## src/hw/rtl/sslj_pkg.sv

```systemverilog
// Shared types and constants for the stepper soft-limit jog controller.
// No dependencies; imported by every module of the block.
package sslj_pkg;

   // Width of the internal position and away-limit registers
   localparam int POSITION_BITS = 16;
   localparam logic [15:0] PENDING_MAX = 16'hFFFF;
   localparam logic [7:0] STEPS_PER_NEEDLE_RST = 8'd1;
   localparam logic [14:0] MAX_TRAVEL_RST = 15'd32767;
   // move amount = digit * MOVE_SCALE + 1
   localparam logic [6:0] MOVE_SCALE = 7'd5;

   typedef logic signed [POSITION_BITS-1:0] pos_type;

   typedef enum logic [3:0] {
      CMD_TICK   = 4'd0,
      CMD_ABORT  = 4'd1,
      CMD_CLEAR  = 4'd2,
      CMD_GO     = 4'd3,
      CMD_HOME   = 4'd4,
      CMD_AWAY   = 4'd5,
      CMD_LEFT   = 4'd6,
      CMD_RIGHT  = 4'd7,
      CMD_NEEDLE = 4'd8,
      CMD_STEP   = 4'd9,
      CMD_MOVE   = 4'd10,
      CMD_STATUS = 4'd11,
      CMD_NOP    = 4'd12
   } cmd_type;

   typedef enum logic [4:0] {
      MSG_NONE        = 5'd0,
      MSG_NOP         = 5'd1,
      MSG_ABORT       = 5'd2,
      MSG_CLEARED     = 5'd3,
      MSG_GOING       = 5'd4,
      MSG_NEED_BOTH   = 5'd5,
      MSG_HOMED       = 5'd6,
      MSG_AWAYED      = 5'd7,
      MSG_NEED_HOME   = 5'd8,
      MSG_LEFT        = 5'd9,
      MSG_RIGHT       = 5'd10,
      MSG_NEEDLE      = 5'd11,
      MSG_STEP        = 5'd12,
      MSG_DONE        = 5'd13,
      MSG_LEFT_LIMIT  = 5'd14,
      MSG_RIGHT_LIMIT = 5'd15,
      MSG_STATUS      = 5'd16
   } msg_type;

   // Register indexes on the configuration port
   typedef enum logic {
      REG_STEPS_PER_NEEDLE = 1'b0,
      REG_MAX_TRAVEL       = 1'b1
   } reg_type;

   typedef struct packed {
      logic [3:0] cmd;
      logic [3:0] digit;
   } req_type;

   typedef struct packed {
      logic              step_pulse;
      logic              direction_left;
      msg_type           message;
      logic signed [15:0] position;
      logic signed [15:0] away_position;
      logic              is_homed;
      logic              is_awayed;
      logic              in_needle_mode;
      logic [15:0]       steps_pending;
      logic              running_free;
   } rsp_type;

   // Configuration values handed from the register file to the core
   typedef struct packed {
      logic [7:0]  steps_per_needle;
      logic [14:0] max_travel;
   } cfg_type;

endpackage

```

## src/hw/rtl/stepper_soft_limit_jog_controller_unit.sv

```systemverilog
// Stepper jog controller with soft limits: one command or tick item per cycle, one result item
// each. Items pass an input register, combinational state update logic, and a result register;
// a new item is taken every cycle as long as the result side keeps up, the rate being set by
// the single state-update pass. Configuration registers (steps_per_needle at 0x0, max_travel
// at 0x4) must be written only while the block is idle; the block itself does not enforce this.
// Depends on sslj_pkg, sslj_csr and sslj_core.
module stepper_soft_limit_jog_controller_unit
   import sslj_pkg::*;
(
   input  logic        clock,
   input  logic        reset,
   input  logic        req_valid,
   output logic        req_ready,
   input  req_type     req_data,
   output logic        rsp_valid,
   input  logic        rsp_ready,
   output rsp_type     rsp_data,
   input  logic        csr_psel,
   input  logic        csr_penable,
   input  logic        csr_pwrite,
   input  logic [2:0]  csr_paddr,
   input  logic [31:0] csr_pwdata,
   output logic [31:0] csr_prdata,
   output logic        csr_pready
);

   cfg_type cfg;
   req_type in_item_ff, in_item_in;
   logic    in_valid_ff, in_valid_in;
   rsp_type rsp_data_ff, rsp_data_in;
   logic    rsp_valid_ff, rsp_valid_in;
   rsp_type core_result;
   logic    advance;
   logic    req_fire;

   sslj_csr u_csr (
      .clock       (clock),
      .reset       (reset),
      .csr_psel    (csr_psel),
      .csr_penable (csr_penable),
      .csr_pwrite  (csr_pwrite),
      .csr_paddr   (csr_paddr),
      .csr_pwdata  (csr_pwdata),
      .csr_prdata  (csr_prdata),
      .csr_pready  (csr_pready),
      .cfg         (cfg)
   );

   sslj_core u_core (
      .clock  (clock),
      .reset  (reset),
      .fire   (advance),
      .item   (in_item_ff),
      .cfg    (cfg),
      .result (core_result)
   );

   // Item moves from input register to result register when the result slot frees up
   assign advance   = in_valid_ff && (!rsp_valid_ff || rsp_ready);
   assign req_ready = !in_valid_ff || advance;
   assign req_fire  = req_valid && req_ready;

   always_comb begin
      in_valid_in  = req_fire ? 1'b1 : (advance ? 1'b0 : in_valid_ff);
      in_item_in   = req_fire ? req_data : in_item_ff;
      rsp_valid_in = advance ? 1'b1 : ((rsp_valid_ff && rsp_ready) ? 1'b0 : rsp_valid_ff);
      rsp_data_in  = advance ? core_result : rsp_data_ff;
   end

   always_ff @(posedge clock) begin
      if (reset) begin
         in_valid_ff  <= 1'b0;
         rsp_valid_ff <= 1'b0;
      end else begin
         in_valid_ff  <= in_valid_in;
         rsp_valid_ff <= rsp_valid_in;
      end
   end

   always_ff @(posedge clock) begin
      in_item_ff  <= in_item_in;
      rsp_data_ff <= rsp_data_in;
   end

   assign rsp_valid = rsp_valid_ff;
   assign rsp_data  = rsp_data_ff;

   // A held input item is neither dropped nor overwritten while the result side stalls
   a_in_hold: assert property (@(posedge clock) disable iff (reset)
      (in_valid_ff && !advance) |=> (in_valid_ff && $stable(in_item_ff)))
      else $error("input item lost while stalled");

   // An item only enters the core when the result slot can take it
   a_no_overrun: assert property (@(posedge clock) disable iff (reset)
      advance |-> (!rsp_valid_ff || rsp_ready))
      else $error("result register overrun");

   // A stalled result stays put
   a_rsp_hold: assert property (@(posedge clock) disable iff (reset)
      (rsp_valid_ff && !rsp_ready) |=> (rsp_valid_ff && $stable(rsp_data_ff)))
      else $error("result changed while stalled");

endmodule

```

## src/hw/rtl/sslj_csr.sv

```systemverilog
// Configuration register file on an APB-style port.
// Depends on sslj_pkg for the register indexes and the cfg_type bundle.
module sslj_csr
   import sslj_pkg::*;
(
   input  logic        clock,
   input  logic        reset,
   input  logic        csr_psel,
   input  logic        csr_penable,
   input  logic        csr_pwrite,
   input  logic [2:0]  csr_paddr,
   input  logic [31:0] csr_pwdata,
   output logic [31:0] csr_prdata,
   output logic        csr_pready,
   output cfg_type     cfg
);

   logic [7:0]  steps_per_needle_ff, steps_per_needle_in;
   logic [14:0] max_travel_ff, max_travel_in;
   logic        wr_en;
   reg_type     reg_sel;

   assign csr_pready = 1'b1;
   assign wr_en      = csr_psel && csr_penable && csr_pwrite && csr_pready;
   assign reg_sel    = reg_type'(csr_paddr[2]);

   // Write decode
   always_comb begin
      steps_per_needle_in = steps_per_needle_ff;
      max_travel_in       = max_travel_ff;
      if (wr_en) begin
         case (reg_sel)
            REG_STEPS_PER_NEEDLE: steps_per_needle_in = csr_pwdata[7:0];
            REG_MAX_TRAVEL:       max_travel_in       = csr_pwdata[14:0];
            default: ;
         endcase
      end
   end

   always_ff @(posedge clock) begin
      if (reset) begin
         steps_per_needle_ff <= STEPS_PER_NEEDLE_RST;
         max_travel_ff       <= MAX_TRAVEL_RST;
      end else begin
         steps_per_needle_ff <= steps_per_needle_in;
         max_travel_ff       <= max_travel_in;
      end
   end

   // Read mux
   always_comb begin
      case (reg_sel)
         REG_STEPS_PER_NEEDLE: csr_prdata = {24'd0, steps_per_needle_ff};
         REG_MAX_TRAVEL:       csr_prdata = {17'd0, max_travel_ff};
         default:              csr_prdata = 32'd0;
      endcase
   end

   assign cfg.steps_per_needle = steps_per_needle_ff;
   assign cfg.max_travel       = max_travel_ff;

endmodule

```

## src/hw/rtl/sslj_core.sv

```systemverilog
// Jog controller state and combinational command/tick update logic.
// Depends on sslj_pkg; the result it forms is registered by the top level.
module sslj_core
   import sslj_pkg::*;
(
   input  logic    clock,
   input  logic    reset,
   input  logic    fire,
   input  req_type item,
   input  cfg_type cfg,
   output rsp_type result
);

   localparam pos_type POS_MAX = pos_type'({1'b0, {(POSITION_BITS-1){1'b1}}});
   localparam pos_type POS_MIN = pos_type'({1'b1, {(POSITION_BITS-1){1'b0}}});

   pos_type     position_ff, position_in;
   pos_type     away_ff, away_in;
   logic [15:0] pending_ff, pending_in;
   logic        free_run_ff, free_run_in;
   logic        was_stepping_ff, was_stepping_in;
   logic        homed_ff, homed_in;
   logic        awayed_ff, awayed_in;
   logic        left_ff, left_in;
   logic        needle_ff, needle_in;

   logic        pulse;
   msg_type     msg;
   logic        step_ok;
   logic [6:0]  base_amount;
   logic [14:0] amount;
   logic [16:0] queue_sum;
   cmd_type     cmd;

   assign cmd = cmd_type'(item.cmd);

   // Move amount: (digit*5+1) steps, times steps_per_needle in needle units
   assign base_amount = 7'({3'b000, item.digit} * MOVE_SCALE) + 7'd1;
   assign amount      = needle_ff ? (15'(base_amount) * 15'(cfg.steps_per_needle))
                                  : {8'd0, base_amount};
   assign queue_sum   = {1'b0, pending_ff} + {2'b00, amount};

   // Soft limit check for a tick
   assign step_ok = left_ff ? (!awayed_ff || (position_ff < away_ff))
                            : (!homed_ff || (position_ff > pos_type'(0)));

   // Next state and message for one item
   always_comb begin
      position_in     = position_ff;
      away_in         = away_ff;
      pending_in      = pending_ff;
      free_run_in     = free_run_ff;
      was_stepping_in = was_stepping_ff;
      homed_in        = homed_ff;
      awayed_in       = awayed_ff;
      left_in         = left_ff;
      needle_in       = needle_ff;
      pulse           = 1'b0;
      msg             = MSG_NOP;
      case (cmd)
         CMD_TICK: begin
            if (!free_run_ff && (pending_ff == 16'd0)) begin
               was_stepping_in = 1'b0;
               msg = was_stepping_ff ? MSG_DONE : MSG_NONE;
            end else if (!step_ok) begin
               pending_in      = 16'd0;
               was_stepping_in = 1'b0;
               free_run_in     = 1'b0;
               msg = left_ff ? MSG_LEFT_LIMIT : MSG_RIGHT_LIMIT;
            end else begin
               was_stepping_in = 1'b1;
               pulse           = 1'b1;
               msg             = MSG_NONE;
               if (left_ff) begin
                  if (position_ff != POS_MAX) position_in = position_ff + pos_type'(1);
               end else begin
                  if (position_ff != POS_MIN) position_in = position_ff - pos_type'(1);
               end
               if (!free_run_ff && (pending_ff != 16'd0)) pending_in = pending_ff - 16'd1;
            end
         end
         CMD_ABORT: begin
            pending_in      = 16'd0;
            was_stepping_in = 1'b0;
            free_run_in     = 1'b0;
            msg             = MSG_ABORT;
         end
         CMD_CLEAR: begin
            pending_in      = 16'd0;
            was_stepping_in = 1'b0;
            free_run_in     = 1'b0;
            homed_in        = 1'b0;
            awayed_in       = 1'b0;
            position_in     = pos_type'(0);
            away_in         = pos_type'(cfg.max_travel);
            msg             = MSG_CLEARED;
         end
         CMD_GO: begin
            if (homed_ff && awayed_ff) begin
               free_run_in     = 1'b1;
               pending_in      = 16'd0;
               was_stepping_in = 1'b0;
               msg             = MSG_GOING;
            end else begin
               msg = MSG_NEED_BOTH;
            end
         end
         CMD_HOME: begin
            homed_in        = 1'b1;
            position_in     = pos_type'(0);
            pending_in      = 16'd0;
            was_stepping_in = 1'b0;
            free_run_in     = 1'b0;
            msg             = MSG_HOMED;
         end
         CMD_AWAY: begin
            if (homed_ff) begin
               awayed_in       = 1'b1;
               away_in         = position_ff;
               pending_in      = 16'd0;
               was_stepping_in = 1'b0;
               free_run_in     = 1'b0;
               msg             = MSG_AWAYED;
            end else begin
               msg = MSG_NEED_HOME;
            end
         end
         CMD_LEFT: begin
            left_in = 1'b1;
            msg     = MSG_LEFT;
         end
         CMD_RIGHT: begin
            left_in = 1'b0;
            msg     = MSG_RIGHT;
         end
         CMD_NEEDLE: begin
            needle_in = 1'b1;
            msg       = MSG_NEEDLE;
         end
         CMD_STEP: begin
            needle_in = 1'b0;
            msg       = MSG_STEP;
         end
         CMD_MOVE: begin
            pending_in = queue_sum[16] ? PENDING_MAX : queue_sum[15:0];
            msg        = MSG_NOP;
         end
         CMD_STATUS: msg = MSG_STATUS;
         // nop and unused codes
         default: msg = MSG_NOP;
      endcase
   end

   // State registers, updated once per accepted item
   always_ff @(posedge clock) begin
      if (reset) begin
         position_ff     <= pos_type'(0);
         away_ff         <= pos_type'(MAX_TRAVEL_RST);
         pending_ff      <= 16'd0;
         free_run_ff     <= 1'b0;
         was_stepping_ff <= 1'b0;
         homed_ff        <= 1'b0;
         awayed_ff       <= 1'b0;
         left_ff         <= 1'b1;
         needle_ff       <= 1'b0;
      end else if (fire) begin
         position_ff     <= position_in;
         away_ff         <= away_in;
         pending_ff      <= pending_in;
         free_run_ff     <= free_run_in;
         was_stepping_ff <= was_stepping_in;
         homed_ff        <= homed_in;
         awayed_ff       <= awayed_in;
         left_ff         <= left_in;
         needle_ff       <= needle_in;
      end
   end

   // Result fields reflect the state after the item
   always_comb begin
      result.step_pulse     = pulse;
      result.direction_left = left_in;
      result.message        = msg;
      result.position       = 16'(position_in);
      result.away_position  = 16'(away_in);
      result.is_homed       = homed_in;
      result.is_awayed      = awayed_in;
      result.in_needle_mode = needle_in;
      result.steps_pending  = pending_in;
      result.running_free   = free_run_in;
   end

   // Free run is only ever entered with both limits set
   a_free_needs_limits: assert property (@(posedge clock) disable iff (reset)
      free_run_ff |-> (homed_ff && awayed_ff))
      else $error("free run without home and away");

   // Away can only be marked after home
   a_away_needs_home: assert property (@(posedge clock) disable iff (reset)
      awayed_ff |-> homed_ff)
      else $error("away set without home");

   // An accepted abort leaves no motion behind
   a_abort_stops: assert property (@(posedge clock) disable iff (reset)
      (fire && (item.cmd == CMD_ABORT)) |=> (pending_ff == 16'd0) && !free_run_ff)
      else $error("abort left motion pending");

   // A pulse comes only from a tick
   a_pulse_on_tick: assert property (@(posedge clock) disable iff (reset)
      (fire && pulse) |-> (item.cmd == CMD_TICK))
      else $error("step pulse outside a tick");

endmodule

```

## config.mk

```make
export PLATFORM = sky130hd
export DESIGN_NAME = stepper_soft_limit_jog_controller_unit
export DESIGN_NICKNAME = d
export VERILOG_FILES = /design/src/hw/rtl/sslj_pkg.sv /design/src/hw/rtl/stepper_soft_limit_jog_controller_unit.sv /design/src/hw/rtl/sslj_csr.sv /design/src/hw/rtl/sslj_core.sv
export SDC_FILE = /design/constraint.sdc
export NUM_CORES = 1
export LEC_CHECK = 0
export ABC_AREA = 1
export BUFFER_PORTS_ARGS = -buffer_cell sky130_fd_sc_hd__clkbuf_2
export CORE_ASPECT_RATIO = 0.6
export CORE_MARGIN = 4
export CORE_UTILIZATION = 35
export CTS_BUF_LIST = sky130_fd_sc_hd__clkbuf_8
export CTS_CLUSTER_DIAMETER = 40
export DETAILED_ROUTE_END_ITERATION = 8
export PLACE_DENSITY_LB_ADDON = 0.3
export SYNTH_ARGS = -nofsm -noshare
export SYNTH_HDL_FRONTEND = slang
export SYNTH_HIERARCHICAL = 1
export SYNTH_SLANG_ARGS = --single-unit
```

## constraint.sdc

```tcl
create_clock -name clock -period 7.83 [get_ports clock]
set_clock_uncertainty 0.15 [all_clocks]
set_input_delay 1.1745 -clock clock [delete_from_list [all_inputs] [get_ports clock]]
set_output_delay 1.1745 -clock clock [all_outputs]
set_load 0.02 [all_outputs]
```

---- Word level (Yosys, flattened, before mapping) ----
Index checks and enable logic that the tools add are counted.
word-level totals
  flip-flop bits (word level) ............. 146
  input port bits ......................... 50
  output and inout port bits .............. 94
  logic and storage cells ................. 122
cells by class
  add/subtract/negate cells ............... 5
  multiply operators ...................... 2
  magnitude comparators ................... 2
  equal/unequal tests ..................... 15
  muxes and demuxes ....................... 44
  bitwise logic cells ..................... 1
  reductions and logical operators ........ 28
operators by type and width
  kind                                                                    count
  16-bit two-way mux                                                      12
  16-bit one-hot mux with 5 select lines                                  1
  16-bit one-hot mux with 2 select lines                                  2
  32-bit one-hot mux with 2 select lines                                  1
  5-bit one-hot mux with 11 select lines                                  1
  16-bit != test (second input constant)                                  2
  16-bit by 15-bit adder with 17-bit output                               1
  16-bit by 2-bit adder with 16-bit output (second input constant)        1
  4-bit by 3-bit == test with 1-bit output (second input constant)        4
  4-bit == test (second input constant)                                   4
  16-bit by 1-bit > comparator with 1-bit output (second input constant)  1
  16-bit zero test                                                        1
  16-bit less-than comparator                                             1
  1-bit two-way mux                                                       16
  16-bit nonzero test                                                     1
  16-bit by 1-bit subtractor with 16-bit output (second input constant)   1
  16-bit by 2-bit subtractor with 16-bit output (second input constant)   1
  7-bit by 8-bit multiplier with 15-bit output                            1
  15-bit two-way mux                                                      1
  5-bit two-way mux                                                       2
  4-bit by 2-bit == test with 1-bit output (second input constant)        2
  1-bit logical AND                                                       8
  4-bit two-way mux                                                       2
  1-bit one-hot mux with 2 select lines                                   4
  15 further kinds                                                        26

---- Depth between registers and ports, before layout ----
Gate-level depths: netlist of run 1.
  word-level depth ........................ 7
  mapped depth ............................ 42
  mapped depth without buffers ............ 42

---- Cells and area by module ----
The synthesis of run 1 kept the hierarchy.
by module, submodules not included
  module                                  times used  cells an instance  area an instance (µm²)  sequential area each (µm²)
  sslj_core                               1           1276               7848.8                  1081.0
  stepper_soft_limit_jog_controller_unit  1           79                 2103.3                  2052.0
  sslj_csr                                1           180                1343.8                  460.4

---- Worst setup path after synthesis of run 1 ----
No wires, ideal clock.
  path type ............................... reg2reg
  start point ............................. reg in_item_ff[3] in the netlist's numbering
  end point ............................... reg rsp_data_ff, in the netlist rsp_data[10], data pin
  setup time .............................. 0.266 ns
  arrival ................................. 6.531 ns
  data required time ...................... 7.414 ns
  setup slack ............................. 0.883 ns
  cell stages (with the launch flop) ...... 35
  buffers on the path ..................... 1
  period minus slack after synthesis ...... 6.947 ns
  cells stage by stage .................... edfxtp_1 -> ha_1 -> ha_1 -> nand2_1 -> nand2_1 -> a21oi_1 -> inv_1 -> or2_2 -> nand2_1 -> inv_1 -> nand2_1 -> fa_1 -> fa_1 -> inv_1 -> fa_1 -> fa_1 -> ha_1 -> inv_1 -> nor3_1 -> a21oi_1 -> nor2_1 -> nor2_1 -> o21bai_1 -> xor2_1 -> nor2_1 -> ha_1 -> a21oi_1 -> o21ai_0 -> nand2_1 -> nand3_1 -> a21oi_1 -> inv_1 -> clkbuf_1 -> o21ai_0 -> nand3_1
RTL lines
  element                 RTL line                                      RTL
  start, declared         stepper_soft_limit_jog_controller_unit.sv:28  req_type in_item_ff, in_item_in;
  start signal, assigned  stepper_soft_limit_jog_controller_unit.sv:81  in_item_ff <= in_item_in;
  end signal, assigned    stepper_soft_limit_jog_controller_unit.sv:82  rsp_data_ff <= rsp_data_in;
  end, declared           stepper_soft_limit_jog_controller_unit.sv:30  rsp_type rsp_data_ff, rsp_data_in;

==> metrics.md, run 1 <==
| Metric | Value |
|---|---|
| Synth top area share | `0.178` |
| TNS Setup | `0 ns` |
| Root buffer cell | `clkbuf_8` |
| Final WL | `34400 µm` |
| Min cycle time layout | `7.34 ns` |
| Share of cells above drive strength 1 | `0.152` |
| Vias/cell | `5.13` |
| Primary FF master, synth | `dfxtp_1` |
| Worst-Margin Slew | `0.916 ns` |
| Post-Synth Adder-Cell Area | `0.133` |
| Max incr delay on CP | `0.57 ns` |
| Via total after detailed routing | `10601` |
| Startpoint Class | `register` |
| Hold_buf cts | `0` |
| Leak | `6.36 nW` |
| CTS tree | `done` |
| Total CTS buffers | `17` |
| Register bit total from synthesis | `146` |
| Vias in the first global route | `roughly 9500` |
| Grt total ovfl | `0` |
| Worst IR Drop VDD | `86.5 µV` |
| Htree depth | `4` |
| Post-synth top cells | `nand2_1 (346), inv_1 (232), nor2_1 (161)` |
| PwrDens | `163 nW/µm²` |
| Final Wtd Congestion | `0.935` |
| Num rows | `50` |
| Multiplexer share of the synthesized area | `0` |
| Max-slew violations | `0` |
| Largest net degree at the start of global routing | `69` |
| CP arrival | `7.57 ns` |
| Worst Slack Setup Final | `0.486 ns` |
| Synth Instances | `1535` |
| Main combinational cell family by area after synthesis | `simple AND/OR/NAND/NOR gates` |
| Synth warn | `6` |
| Sequential fraction of the synthesis area | `0.318` |
| Hold WC Path Type | `reg -> reg` |
| Syn Std Cell Area | `11300 µm²` |
| Starting Density | `0.359` |
| Io pins | `144` |
| Outcome | `finished clean` |
| Final hold violation count | `0` |
| Syn-to-layout area delta | `11.4%` |
| Die area | `35300 µm²` |
| Fmax | `around 0.14 GHz` |
| Final net count | `1789` |
| ANT nets after route | `0` |
| Clock transition at path regs | `~0.08 ns` |
| Largest area contributor in the netlist | `edfxtp_1` |
| Post-synthesis simple-gate area fraction | `0.302` |
| Most common cell in the synthesized netlist | `nand2_1` |
| Detailed Route Iter0 Violations | `1064` |
| Synth Area in Compound Gates | `0.101` |
| Num Clock Sinks | `146` |
| Max-cap violations | `0` |
| Fin crit share | `0.938` |
| Clk_lat worst skew | `0.48 ns` |
| First-pass GRT wire length | `53500 µm` |
| Worst endpoint required time | `8.06 ns` |
| Hpwl dp | `27000 µm` |
| Pre-CTS setup slack | `0.189 ns` |
| Synth cell types | `57` |
| Worst setup path category | `reg -> reg` |
| Antenna violations before repair | `0` |
| Drt pass-1 iters | `5` |
| Antenna cells | `0` |
| Post-synth EDFFs | `67` |
| GRT Overall Usage | `0.193` |
| Setup violators final | `0` |
| Syn Area/Cell | `7.36 µm²` |
| Drt wl/cell | `16.7 µm` |
| Synth area leaders | `edfxtp_1 (18%), dfxtp_1 (14%), nand2_1 (11%), ha_1 (8.0%), inv_1 (7.7%)` |
| CTS max path bufs | `2` |
| Core Area | `31500 µm²` |
| Die X-Extent | `240 µm` |
| Slowest CP cell | `fa_1` |
| Die height | `around 150 µm` |
| Slew margin rel. | `0.388` |
| DRC Markers | `0` |
| Crit-path max FO | `7` |
| XOR/XNOR Fraction of Synth Area | `0.0256` |
| CP endpoint kind | `register` |
| Port Buf Inserts | `around 110` |
| Async S/R FF share, synth | `0` |
-- registers in the layout, indices dropped and copies added (netlist names) --
signal and flops:
in_valid_ff 1, u_core/awayed_ff 1, u_core/needle_ff 1, u_core/position_ff 16, u_core/free_run_ff 1, in_item_ff 8, u_csr/max_travel_ff 15, u_core/homed_ff 1
u_core/away_ff 16, u_core/was_stepping_ff 1, u_core/pending_ff 16, rsp_valid 1, u_core/left_ff 1, rsp_data 59, u_csr/steps_per_needle_ff 8
-- per-layer routing --
metal | GRT usage | share of wire | vias to the layer above
met5 | 0 | 0 | -
met4 | 0.0375 | 0.0063 | 0
met3 | 0.0469 | 0.098 | 17
met2 | 0.244 | 0.38 | 458
met1 | 0.320 | 0.52 | 4961
li1 | - | - | 5165
-- through the flow --
| stage | utilization | cell area [µm²] | cells | hold slack [ns] | power [mW] |
|---|---|---|---|---|---|
| after floorplan | - | 11400 | 1551 | 0.301 | 1.31 |
| after global placement | 0.386 | 12100 | 2031 | 0.327 | 1.46 |
| after detailed placement | 0.386 | 12100 | 2031 | 0.337 | 1.47 |
| after CTS | 0.397 | 12500 | 2063 | 0.350 | 2.05 |
| after global routing | 0.400 | 12600 | 2066 | 0.374 | 2.17 |
| final | 0.400 | 12600 | 2066 | 0.352 | 2.05 |
-- layout make-up --
type	instances	area, µm²
Clock buffer	17	234
Multi-Input combinational cell	1100	6480
Inverter	239	905
Clock inverter	15	125
Tap cell	416	520
Timing Repair Buffer	133	733
Sequential cell	146	3590
Fill cell	3293	18900
-- path summary, 6_finish.rpt --
kind                      from                     to  slack (ns)  cells past startpoint
max              in_item_ff[3]  u_core/pending_ff[13]        0.49                     38
min          u_core/away_ff[7]      u_core/away_ff[7]        0.35                      2
max reg2reg      in_item_ff[3]  u_core/pending_ff[13]        0.49                     38
min reg2reg  u_core/away_ff[7]      u_core/away_ff[7]        0.35                      2
-- logic make-up after synthesis --
| group | after synthesis |
|---|---|
| and+or+nand+nor | 745 |
| buffers and inverters | 305 |
| AOI/OAI and AO/OA | 202 |
| DFF | 146 |
| adders and majority gates | 102 |
| xor gates and xnor gates | 33 |
| other | 2 |
-- power breakdown --
group	leakage [nW]	switching [mW]	total, mW	internal, mW
logic	4.89	0.384	0.571	0.187
clock network	0.187	0.303	0.576	0.274
registers	1.28	0.0512	0.899	0.848
-- what timing repair did --
item                       4_1_cts  5_1_grt
setup endpoints to repair        0       32
resized for setup                0       19
buffers inserted                 0        3
-- worst max-delay path: cells and delay by family, from the launching register on --
kind / cells / cell delay [ns]
flip-flops: 1 / 0.43
AND/OR/NAND/NOR: 12 / 1.29
AO/OA/AOI/OAI: 10 / 1.39
buffers and inverters: 8 / 0.66
adder cells (fa/ha/maj): 8 / 3.33
-- placed cells by master (no fill, tap or decap), drive strengths merged --
cell and n:
nand2 377, inv 241, nor2 171, nand3 135
clkbuf 123, a21oi 85, dfxtp 79, o21ai 75
ha 72, edfxtp 67, xor2 30, fa 30
nand4 28, buf 27, nor3 23, conb 18
o221ai 15, clkinv 10, o22ai 8, nor4 4
a31oi 3, o21bai 3, xnor2 3, o2111ai 3
bufinv 2, o21a 2, a21o 2, nand3b 2
o31ai 2, or2 2, and2 2, a22oi 2
clkinvlp 1, and3 1, o211ai 1, a211oi 1
Power figures use the tool's default switching activity.
==> run 2, diff against run 1 <==
==> constraint.sdc (replaced) <==
create_clock -name clock -period 7.5 [get_ports clock]
set_clock_uncertainty 0.15 [all_clocks]
set_input_delay 1.125 -clock clock [delete_from_list [all_inputs] [get_ports clock]]
set_output_delay 1.125 -clock clock [all_outputs]
set_load 0.05 [all_outputs]
==> run 2 against run 1 <==
Critical endpoint is now rsp_data[7]. Largest cell class unchanged. Sequential share of layout area down 0.43 points. Fmax up 4.1%. Via count down 1.7%. Cell area up 1.5%. Power up 13%.
==> metrics.md, run 2 (synthesized netlist as in run 1, its figures left out) <==
| Metric | Value |
|---|---|
| Outcome | `finished clean` |
| Antenna cells | `0` |
| Worst endpoint required time | `7.57 ns` |
| Hold Startpoint | `u_core/away_ff[6]` |
| Drt pass-1 iters | `5` |
| Syn-to-layout area delta | `13.1%` |
| Worst IR Drop VDD | `91.3 µV` |
| Hpwl dp | `~27000 µm` |
| Startpoint Class | `register` |
| Share of cells above drive strength 1 | `0.163` |
| Die X-Extent | `240 µm` |
| DRC Markers | `0` |
| Total CTS buffers | `17` |
| Vias/cell | `5.05` |
| Delay-heaviest family, CP | `adder cells` |
| Commonest non-fill, non-tap cell in the layout | `nand2_1` |
| Die height | `roughly 150 µm` |
| Hold_buf cts | `0` |
| Final Wtd Congestion | `0.932` |
| First-pass GRT wire length | `about 54000 µm` |
| Slowest CP cell | `fa_1` |
| Num rows | `50` |
| Grt total ovfl | `0` |
| Final std cells w/o fill | `roughly 2100` |
| Largest net degree at the start of global routing | `97` |
| Core Area | `31500 µm²` |
| Dpl cells | `2029` |
| TNS Setup | `0 ns` |
| Reg2reg start | `in_item_ff[2]` |
| Die area | `35300 µm²` |
| Final WL | `34700 µm` |
| PwrDens | `181 nW/µm²` |
| Drt wl/cell | `16.8 µm` |
| Fmax | `roughly 0.14 GHz` |
| Max-cap violations | `0` |
| CTS max path bufs | `2` |
| Fin crit share | `0.941` |
| Worst-Margin Slew | `1.13 ns` |
| CP endpoint kind | `register` |
| Antenna violations before repair | `0` |
| Crit path launch | `in_item_ff[2]` |
| Max incr delay on CP | `0.56 ns` |
| Worst setup path category | `reg -> reg` |
| Num Clock Sinks | `146` |
| Crit-path max FO | `6` |
| Detailed Route Iter0 Violations | `1050` |
| Power consumption | `2.31 mW` |
| Leak | `6.39 nW` |
| CTS tree | `done` |
| CP arrival | `between 7 and 8 ns` |
| Max-slew violations | `0` |
| Post-layout util | `0.406` |
| Final net count | `1787` |
| Most frequent cells in the layout | `nand2_1 (345), inv_1 (234), nor2_1 (160)` |
| Via total after detailed routing | `around 10000` |
| Starting Density | `0.359` |
| Root buffer cell | `clkbuf_8` |
| Htree depth | `4` |
| Vias in the first global route | `9681` |
| Clock transition at path regs | `0.08 ns` |
| Final hold violation count | `0` |
| Clk_lat worst skew | `between 0.4 and 0.5 ns` |
| Port Buf Inserts | `106` |
| Largest register FFs | `between 50 and 60` |
| CP dominant cell by count | `inv_1` |
| Min cycle time layout | `7.06 ns` |
| GRT Overall Usage | `0.195` |
| ANT nets after route | `0` |
| Slew margin rel. | `0.244` |
| Hold WC Path Type | `reg -> reg` |
| Worst Path Buf+Inv | `8` |
| Setup violators final | `0` |
| Io pins | `144` |
## run 2: cell count changes in the layout (fill, tap and decap cells not counted), moves of 5 or more
| cell | before | now |
|---|---|---|
| buf_4 | 27 | 22 |
| clkinv_1 | 7 | 1 |
| o21ai_1 | 9 | 16 |
| ha_1 | 70 | 63 |
| o21ai_0 | 64 | 54 |
| ha_4 | 2 | 8 |
## run 2: what timing repair did
item / 4_1_cts / 5_1_grt
resized for setup: 4 / 45
buffers inserted: 0 / 2
cloned: 0 / 1
endpoints found under the setup margin: 8 / 32
pin swaps: 0 / 18
## run 2: path summary, 6_finish.rpt
| path | cells past startpoint | slack (ns) | to |
|---|---|---|---|
| worst max-delay path | 35 | 0.44 | rsp_data[7] |
| worst min-delay path | 2 | 0.34 | u_core/away_ff[6] |
| worst max register to register | 35 | 0.44 | rsp_data[7] |
| worst min register to register | 2 | 0.34 | u_core/away_ff[6] |
## run 2: layout make-up
class / instances / area [µm²]
timing repair inverter: 1 / 7.51
clock buffer: 20 / 275
fill: 3320 / 18700
clock inverter: 12 / 165
sequential: 146 / 3590
inverter: 239 / 905
multi-input combinational: 1100 / 6600
tap: 416 / 520
timing repair buffer: 130 / 718
## run 2: power by group
group,switching (mW),internal [mW]
Sequential,0.0543,0.886
Clock,0.322,0.385
Combinational,0.468,0.198
Total,0.845,1.47
## run 2: tightest hold or removal path: cells and delay by family, from the launching register on
family | cells | cell delay [ns]
buffers and inverters | 1 | 0.08
DFF | 1 | 0.30
AOI/OAI and AO/OA | 1 | 0.07
## run 2: metal layers
metal	up-vias	GRT usage	part of all wire
met5	-	0	0
met4	0	0.0340	0.011
met3	25	0.0585	0.097
met2	393	0.252	0.38
met1	4861	0.313	0.52
li1	5143	-	-
## run 2: per-stage QoR
step	hold WS [ns]	setup slack [ns]	cell area [µm²]
detailed placement	0.337	-0.0362	12100
global route	0.371	-0.00596	12800
global placement	0.325	0.0259	12100
finish	0.343	0.443	12800
CTS	0.349	0.0462	12600
floorplan	0.301	0.553	11400
